### src/sv/gts_pkg.sv
// Shared types, constants and character helpers for the GUID text scanner.
// Used by gts_match and guid_text_scanner; depends on nothing else.
package gts_pkg;

    // Length of one GUID in 8-4-4-4-12 text form, and its hex digit count.
    localparam int GUID_CHARS  = 36;
    localparam int GUID_DIGITS = 32;

    // Default width of the byte position counter.
    localparam int OFFSET_WIDTH_DEF = 32;

    // Width of the reported start offset.
    localparam int START_W = 32;

    // Characters that the pattern checks for.
    localparam logic [7:0] CH_HYPHEN = 8'h2D;
    localparam logic [7:0] CH_0      = 8'h30;
    localparam logic [7:0] CH_9      = 8'h39;
    localparam logic [7:0] CH_UA     = 8'h41;
    localparam logic [7:0] CH_UF     = 8'h46;
    localparam logic [7:0] CH_LA     = 8'h61;
    localparam logic [7:0] CH_LF     = 8'h66;

    // One input transfer.
    typedef struct packed {
        logic [7:0] text_byte;
        logic       text_end;
    } in_t;

    // One result transfer.
    typedef struct packed {
        logic [63:0] guid_high;
        logic [63:0] guid_low;
        logic [31:0] upper_case_mask;
        logic [31:0] start_offset;
    } out_t;

    // Window of the last GUID_CHARS bytes; entry 0 is the oldest.
    typedef logic [GUID_CHARS-1:0][7:0] window_t;

    // Pattern slots that must hold a hyphen.
    function automatic logic is_hyphen_slot(input int i);
        return (i == 8) || (i == 13) || (i == 18) || (i == 23);
    endfunction

    // True for an uppercase hex letter.
    function automatic logic is_upper_hex(input logic [7:0] c);
        return (c >= CH_UA) && (c <= CH_UF);
    endfunction

    // True for any hex digit of either case.
    function automatic logic is_hex(input logic [7:0] c);
        return ((c >= CH_0) && (c <= CH_9)) || is_upper_hex(c) ||
               ((c >= CH_LA) && (c <= CH_LF));
    endfunction

    // Nibble value of a hex digit; meaningless for other bytes.
    function automatic logic [3:0] hex_nibble(input logic [7:0] c);
        logic [7:0] v;
        if ((c >= CH_0) && (c <= CH_9)) begin
            v = c - CH_0;
        end else if (is_upper_hex(c)) begin
            v = c - CH_UA + 8'd10;
        end else begin
            v = c - CH_LA + 8'd10;
        end
        return v[3:0];
    endfunction

endpackage

### src/sv/gts_match.sv
// Pattern check and value extraction for one 36-byte window.
// Depends on gts_pkg for the window type and character helpers.
module gts_match (
    input  gts_pkg::window_t                   window,
    output logic                               pattern_ok,
    output logic [4*gts_pkg::GUID_DIGITS-1:0]  guid_value,
    output logic [gts_pkg::GUID_DIGITS-1:0]    upper_mask
);

    // Each slot is checked on its own; the digit index of a slot is a constant.
    always_comb
    begin
        logic [gts_pkg::GUID_CHARS-1:0] slot_ok;
        logic [$clog2(gts_pkg::GUID_DIGITS)-1:0] digit;
        slot_ok    = '0;
        guid_value = '0;
        upper_mask = '0;
        digit      = '0;
        for (int i = 0; i < gts_pkg::GUID_CHARS; i++)
        begin
            if (gts_pkg::is_hyphen_slot(i))
            begin
                slot_ok[i] = (window[i] == gts_pkg::CH_HYPHEN);
            end
            else
            begin
                slot_ok[i] = gts_pkg::is_hex(window[i]);
                // Digit d occupies bits 127-4d down to 124-4d, whose top bit is {~d, 2'b11}.
                guid_value[{~digit, 2'b11} -: 4] = gts_pkg::hex_nibble(window[i]);
                upper_mask[digit] = gts_pkg::is_upper_hex(window[i]);
                digit = digit + 1'b1;
            end
        end
        pattern_ok = &slot_ok;
    end

endmodule

### src/sv/guid_text_scanner.sv
// GUID text scanner: finds 8-4-4-4-12 GUIDs in a byte stream.
// Window shift and pattern check are combinational; a result is then registered.
// Throughput: one byte per cycle while byte_stall is low.
// A two-entry output register with skid stage stalls input only when both are full.
// Reset (rst_n, asynchronous, active low) clears the window, counters and valid flags.
// Depends on gts_pkg and gts_match.
module guid_text_scanner #(
    parameter int OFFSET_WIDTH = gts_pkg::OFFSET_WIDTH_DEF
) (
    input  logic          clk,
    input  logic          rst_n,
    input  logic          byte_valid,
    output logic          byte_stall,
    input  gts_pkg::in_t  byte_data,
    output logic          guid_valid,
    input  logic          guid_stall,
    output gts_pkg::out_t guid_data
);

    localparam int EXT_W = (OFFSET_WIDTH > gts_pkg::START_W) ? OFFSET_WIDTH
                                                             : gts_pkg::START_W;
    localparam logic [5:0] COUNT_FULL = 6'(gts_pkg::GUID_CHARS);
    localparam logic [5:0] COUNT_LAST = 6'(gts_pkg::GUID_CHARS - 1);

    gts_pkg::window_t          window_reg;
    gts_pkg::window_t          window_next;
    gts_pkg::window_t          window_view;
    logic [5:0]                count_reg;
    logic [5:0]                count_next;
    logic [OFFSET_WIDTH-1:0]   pos_reg;
    logic [OFFSET_WIDTH-1:0]   pos_next;
    logic                      out_valid_reg;
    logic                      out_valid_next;
    gts_pkg::out_t             out_data_reg;
    gts_pkg::out_t             out_data_next;
    logic                      skid_valid_reg;
    logic                      skid_valid_next;
    gts_pkg::out_t             skid_data_reg;
    gts_pkg::out_t             skid_data_next;

    logic                      accept;
    logic                      pos_sat;
    logic                      pattern_ok;
    logic                      match;
    logic [4*gts_pkg::GUID_DIGITS-1:0] guid_value;
    logic [gts_pkg::GUID_DIGITS-1:0]   upper_mask;
    logic [OFFSET_WIDTH-1:0]   start_pos;
    logic [EXT_W-1:0]          start_ext;
    gts_pkg::out_t             result;

    assign byte_stall = skid_valid_reg;
    assign accept     = byte_valid && !byte_stall;
    assign pos_sat    = (pos_reg == {OFFSET_WIDTH{1'b1}});

    // The window as it stands once the current byte has shifted in.
    always_comb
    begin
        for (int i = 0; i < gts_pkg::GUID_CHARS - 1; i++)
        begin
            window_view[i] = window_reg[i+1];
        end
        window_view[gts_pkg::GUID_CHARS-1] = byte_data.text_byte;
    end

    gts_match u_match (
        .window     (window_view),
        .pattern_ok (pattern_ok),
        .guid_value (guid_value),
        .upper_mask (upper_mask)
    );

    // A match needs a full run of bytes since the last match or text start.
    assign match = accept && (count_reg >= COUNT_LAST) && pattern_ok;

    // Start offset of the match, held at the maximum once the position saturates.
    always_comb
    begin
        start_pos = pos_sat ? pos_reg : pos_reg - OFFSET_WIDTH'(gts_pkg::GUID_CHARS - 1);
        start_ext = EXT_W'(start_pos);
        result.guid_high       = guid_value[127:64];
        result.guid_low        = guid_value[63:0];
        result.upper_case_mask = upper_mask;
        if (start_ext > EXT_W'({gts_pkg::START_W{1'b1}}))
        begin
            result.start_offset = {gts_pkg::START_W{1'b1}};
        end
        else
        begin
            result.start_offset = start_ext[gts_pkg::START_W-1:0];
        end
    end

    // Scanning state: window, run count and byte position.
    always_comb
    begin
        window_next = window_reg;
        count_next  = count_reg;
        pos_next    = pos_reg;
        if (accept)
        begin
            if (byte_data.text_end)
            begin
                window_next = '0;
                count_next  = '0;
                pos_next    = '0;
            end
            else
            begin
                window_next = window_view;
                if (match)
                begin
                    count_next = '0;
                end
                else if (count_reg < COUNT_FULL)
                begin
                    count_next = count_reg + 6'd1;
                end
                if (!pos_sat)
                begin
                    pos_next = pos_reg + OFFSET_WIDTH'(1);
                end
            end
        end
    end

    // Output register with a skid stage behind it.
    always_comb
    begin
        out_valid_next  = out_valid_reg;
        out_data_next   = out_data_reg;
        skid_valid_next = skid_valid_reg;
        skid_data_next  = skid_data_reg;
        if (skid_valid_reg)
        begin
            if (!guid_stall)
            begin
                out_data_next   = skid_data_reg;
                skid_valid_next = 1'b0;
            end
        end
        else if (!out_valid_reg || !guid_stall)
        begin
            out_valid_next = match;
            out_data_next  = result;
        end
        else if (match)
        begin
            skid_valid_next = 1'b1;
            skid_data_next  = result;
        end
    end

    // Control and window registers.
    always_ff @(posedge clk or negedge rst_n)
    begin
        if (!rst_n)
        begin
            window_reg     <= '0;
            count_reg      <= '0;
            pos_reg        <= '0;
            out_valid_reg  <= 1'b0;
            skid_valid_reg <= 1'b0;
        end
        else
        begin
            window_reg     <= window_next;
            count_reg      <= count_next;
            pos_reg        <= pos_next;
            out_valid_reg  <= out_valid_next;
            skid_valid_reg <= skid_valid_next;
        end
    end

    // Result payload registers.
    always_ff @(posedge clk)
    begin
        out_data_reg  <= out_data_next;
        skid_data_reg <= skid_data_next;
    end

    assign guid_valid = out_valid_reg;
    assign guid_data  = out_data_reg;

    // The skid stage only fills behind a waiting result.
    assert property (@(posedge clk) disable iff (!rst_n)
        skid_valid_reg |-> out_valid_reg)
        else $error("skid stage holds a result while the output register is empty");

    // The run count never passes the GUID length.
    assert property (@(posedge clk) disable iff (!rst_n)
        count_reg <= COUNT_FULL)
        else $error("run count out of range");

    // A match restarts the run count, so matches cannot overlap.
    assert property (@(posedge clk) disable iff (!rst_n)
        match |=> (count_reg == 6'd0))
        else $error("run count not cleared after a match");

    // The end of a text returns the position and count to zero.
    assert property (@(posedge clk) disable iff (!rst_n)
        (accept && byte_data.text_end) |=> (pos_reg == '0 && count_reg == 6'd0))
        else $error("scanning state not cleared at end of text");

    // A result in the skid stage is held unchanged while the output is stalled.
    assert property (@(posedge clk) disable iff (!rst_n)
        (skid_valid_reg && guid_stall) |=> skid_valid_reg && $stable(skid_data_reg))
        else $error("waiting result in skid stage was lost");

endmodule

### config.mk
export PLATFORM = sky130hd
export DESIGN_NAME = guid_text_scanner
export DESIGN_NICKNAME = d
export VERILOG_FILES = /design/src/sv/gts_pkg.sv /design/src/sv/gts_match.sv /design/src/sv/guid_text_scanner.sv
export SDC_FILE = /design/constraint.sdc
export NUM_CORES = 1
export LEC_CHECK = 0
export ABC_CLOCK_PERIOD_IN_PS = 15300
export CAP_MARGIN = 5
export CORE_UTILIZATION = 45
export DETAILED_ROUTE_END_ITERATION = 16
export DONT_BUFFER_PORTS = 1
export MAX_ROUTING_LAYER = met4
export PLACE_DENSITY = 0.69
export SLEW_MARGIN = 20
export SYNTH_ARGS = -nofsm -noshare
export SYNTH_HDL_FRONTEND = slang
export SYNTH_SLANG_ARGS = --single-unit
### constraint.sdc
create_clock -name clk -period 15.3 [get_ports clk]
set_input_delay 1.53 -clock clk [delete_from_list [all_inputs] [get_ports clk]]
set_output_delay 1.53 -clock clk [all_outputs]
set_load 0.03 [all_outputs]
==> flow_metrics.tcl <==
set metrics [dict create \
    cts.clk_slew.worst_paths_ps 60 \
    clock-sinks 704 \
    crit_arrival_ps 5900 \
    finalMaxSlewViolations 0 \
    largest_register_ffs 280 \
    ys_seq_area_frac 0.577 \
    synth_warnings 0 \
    core_um2 74400 \
    setup_viol 0 \
    fin_crit_ps 5650 \
    path_buf_inv 3 \
    layout-drive-gt1-share 0.144 \
    clk_path_buf_depth 3 \
    fin_tns_setup_ps 0 \
    final_cell_area_um2 37100 \
    async_reset_ff_frac 0.455 \
    min_period_over_period 0.370 \
    grt_usage 0.197 \
    worstMarginPinSlew_ps 1010 \
    p_leak_nw 13.6 \
    die_y_um 276 \
    cts_buffers 76 \
    clk_latency_ps 630 \
    grt_max_degree 321 \
    final_net_count 2949 \
    ir_worst_vdd_mv 0.0786 \
    synth_area_um2 33900 \
    hold_viol_final 0 \
    drv_cap 0 \
    die_x_um 276 \
    ctsHoldBuffers 0 \
    cts_tree "built" \
    dr.pass1.iters 5 \
    grt_pass1_vias 21110 \
    h-tree-depth 3 \
    antenna_found_initial 2 \
    max_freq_ghz 0.177 \
    hpwl_um 47700 \
    grt-ovfl-total 0 \
    status "complete, no violations" \
    crit_chain "nor2b_4 > buf_4 > nand4_1 > or4_1 > a2111oi_2 > nand4_2 > nor4_2 > and2_4 > buf_6 > buf_4" \
    crit_type "primary input to flip-flop" \
    start_util 0.455 \
    wl_per_cell_um 19.0 \
    ant_nets 0 \
    grt_pass1_wl_um 117000 \
    critPathRequiredTime_ps 15550 \
    start_kind "primary input" \
    synth_edf_count 384 \
    timing.final.ws_setup_ps 9650 \
    crit_path_end_kind "flip-flop" \
    num_rows 100 \
    die-area_um2 76300 \
    routed_wl_um 73000 \
    ys_types 81 \
    drtIter0Drc 1532 \
    post-cts-setup-buffer-count 0 \
    crit_top_cell "buf_4" \
    path_max_fanout 82 \
    drc 0 \
    vias 21403 \
    placed_cell_area_um2 34600 \
    cts-root-buf "clkbuf_16" \
    critPathSlowestCell "and2_4" \
    synth_fp_nets 3021 \
    via_per_inst 5.57 \
    io_buffer_count 0 \
    skew_ps 27.3 \
    power_density_nw_per_um2 107 \
    max_slew_margin 0.325 \
    synth_area_leaders "edfxtp_1, dfrtp_1, mux2_2" \
    dp_slack_ps 8590 \
    cpPeakStageDelay_ps 700 \
    area_growth_syn_to_layout_pct 9.63 \
    cpLargestDelayFamily "simple AND/OR/NAND/NOR gates" \
    antenna_cells 0 \
    io-pin-count 207 \
    min_path_type "flip-flop to flip-flop" \
    hold_ws_ps 509 \
    synthesis.instances 2879 \
    synth_largest_area_cell "edfxtp_1" \
    rsz0062_at_grt "no" \
    finalWeightedCongestion 0.852 \
    ys_seq_elements 704 \
    post_cts_resized 0 \
    synthFlopType "edfxtp_1" \
    avgSynthCellArea_um2 11.8 \
    synthDominantCellAreaShare 0.341 \
    fill_cells 6423 \
]
routing by layer:
layer	global-route usage	part of all wire	vias to the layer above	routed length, um
met1	0.256	0.44	10609	32200
met2	0.315	0.49	498	35600
met5	-	0	-	0
li1	-	-	10191	-
met4	0.0590	0.023	0	1660
met3	0.0339	0.049	105	3570
path summary, 6_finish.rpt:
path                                                 start                           end  slack (ps)  cells after the start
worst max-delay path                            byte_valid  skid_data_reg[126]$_DFFE_PP_        9650                     10
worst min-delay path            window_reg[76]$_DFFE_PN0P_    window_reg[76]$_DFFE_PN0P_         510                      2
worst max register to register        byte_stall$_DFF_PN0_  skid_data_reg[126]$_DFFE_PP_        9780                     10
worst min register to register  window_reg[76]$_DFFE_PN0P_    window_reg[76]$_DFFE_PN0P_         510                      2
max in group asynchronous                            rst_n          byte_stall$_DFF_PN0_       13750                      0
min in group asynchronous                            rst_n    window_reg[50]$_DFFE_PN0P_         670                      0
cell type report:
| cell class | instances | area, um2 | area share |
|---|---|---|---|
| repair buffers | 16 | 144 | 0.00388 |
| clock buffers | 111 | 2240 | 0.0603 |
| flip-flops and latches | 704 | 19500 | 0.527 |
| well taps | 969 | 1210 | 0.0327 |
| inverters | 87 | 332 | 0.00893 |
| clock inverters | 31 | 273 | 0.00735 |
| multi-input cells | 1922 | 13400 | 0.360 |
cell usage in the layout (no fill, tap or decap), types with 11 or more instances in the layout:
| cell | instances |
|---|---|
| nand3_1 | 34 |
| clkbuf_1 | 20 |
| o31ai_1 | 80 |
| mux2_2 | 222 |
| xor2_1 | 58 |
| nor3_1 | 17 |
| edfxtp_1 | 384 |
| nor2_1 | 90 |
| a311oi_1 | 13 |
| nand2b_1 | 65 |
| and3_1 | 25 |
| a211oi_1 | 14 |
| inv_1 | 86 |
| clkbuf_16 | 81 |
| buf_4 | 12 |
| nand2_1 | 524 |
| xnor2_1 | 90 |
| o21ai_0 | 218 |
| ha_1 | 129 |
| nor4_1 | 15 |
| nand4bb_1 | 16 |
| dfrtp_1 | 319 |
| a21oi_1 | 50 |
| a31o_2 | 12 |
| o21bai_1 | 36 |
| a31oi_1 | 27 |
| nor4b_1 | 21 |
| nor3b_1 | 12 |
| clkinv_2 | 11 |
synth_stat cells (all sizes together), types with 11 or more instances:
master   instances
a21oi           50
nand4bb         16
o21bai          36
o31ai           81
dfrtp          320
mux2           223
nor2            90
nand2          524
nor4            20
a31oi           27
nor3b           13
inv             87
ha             129
clkbuf         129
nand4           11
or4b            12
xnor2           90
a2111oi         23
and3            25
nor4b           21
a311oi          13
o21ai          225
a211oi          16
nand3           34
edfxtp         384
a31o            12
buf             37
nor3            19
nand2b          66
xor2            58
per-stage QoR:
stage	util	total power, mW	cells
CTS	0.498	4.01	3840
finish	0.499	3.97	3840
global placement	0.465	2.17	3698
floorplan	-	2.15	2879
global route	0.499	4.10	3840
detailed placement	0.465	2.17	3698
report_power, final:
group          internal, mW  switching, mW  leakage (nW)
Clock                  1.07          0.762          1.22
Sequential             2.01         0.0368          8.02
Combinational        0.0272         0.0581          4.38
Total                  3.11          0.857          13.6
worst reg2reg max path, cell delays in order, from the launching register on:
cell and delay [ps]:
dfrtp_4 680, nor2b_4 200, buf_4 480, nand4_1 160
or4_1 540, a2111oi_2 390, nand4_2 220, nor4_2 350
and2_4 700, buf_6 670, buf_4 690
cell families after synthesis:
| logic type | after synthesis | synth area share |
|---|---|---|
| flip-flops | 704 | 0.577 |
| adder cells (fa/ha/maj) | 129 | 0.0477 |
| AO/OA/AOI/OAI | 524 | 0.105 |
| XOR/XNOR | 148 | 0.0383 |
| AND/OR/NAND/NOR | 896 | 0.128 |
| buffers and inverters | 253 | 0.0290 |
| multiplexers | 225 | 0.0748 |
(Power assumes the default switching activity.)
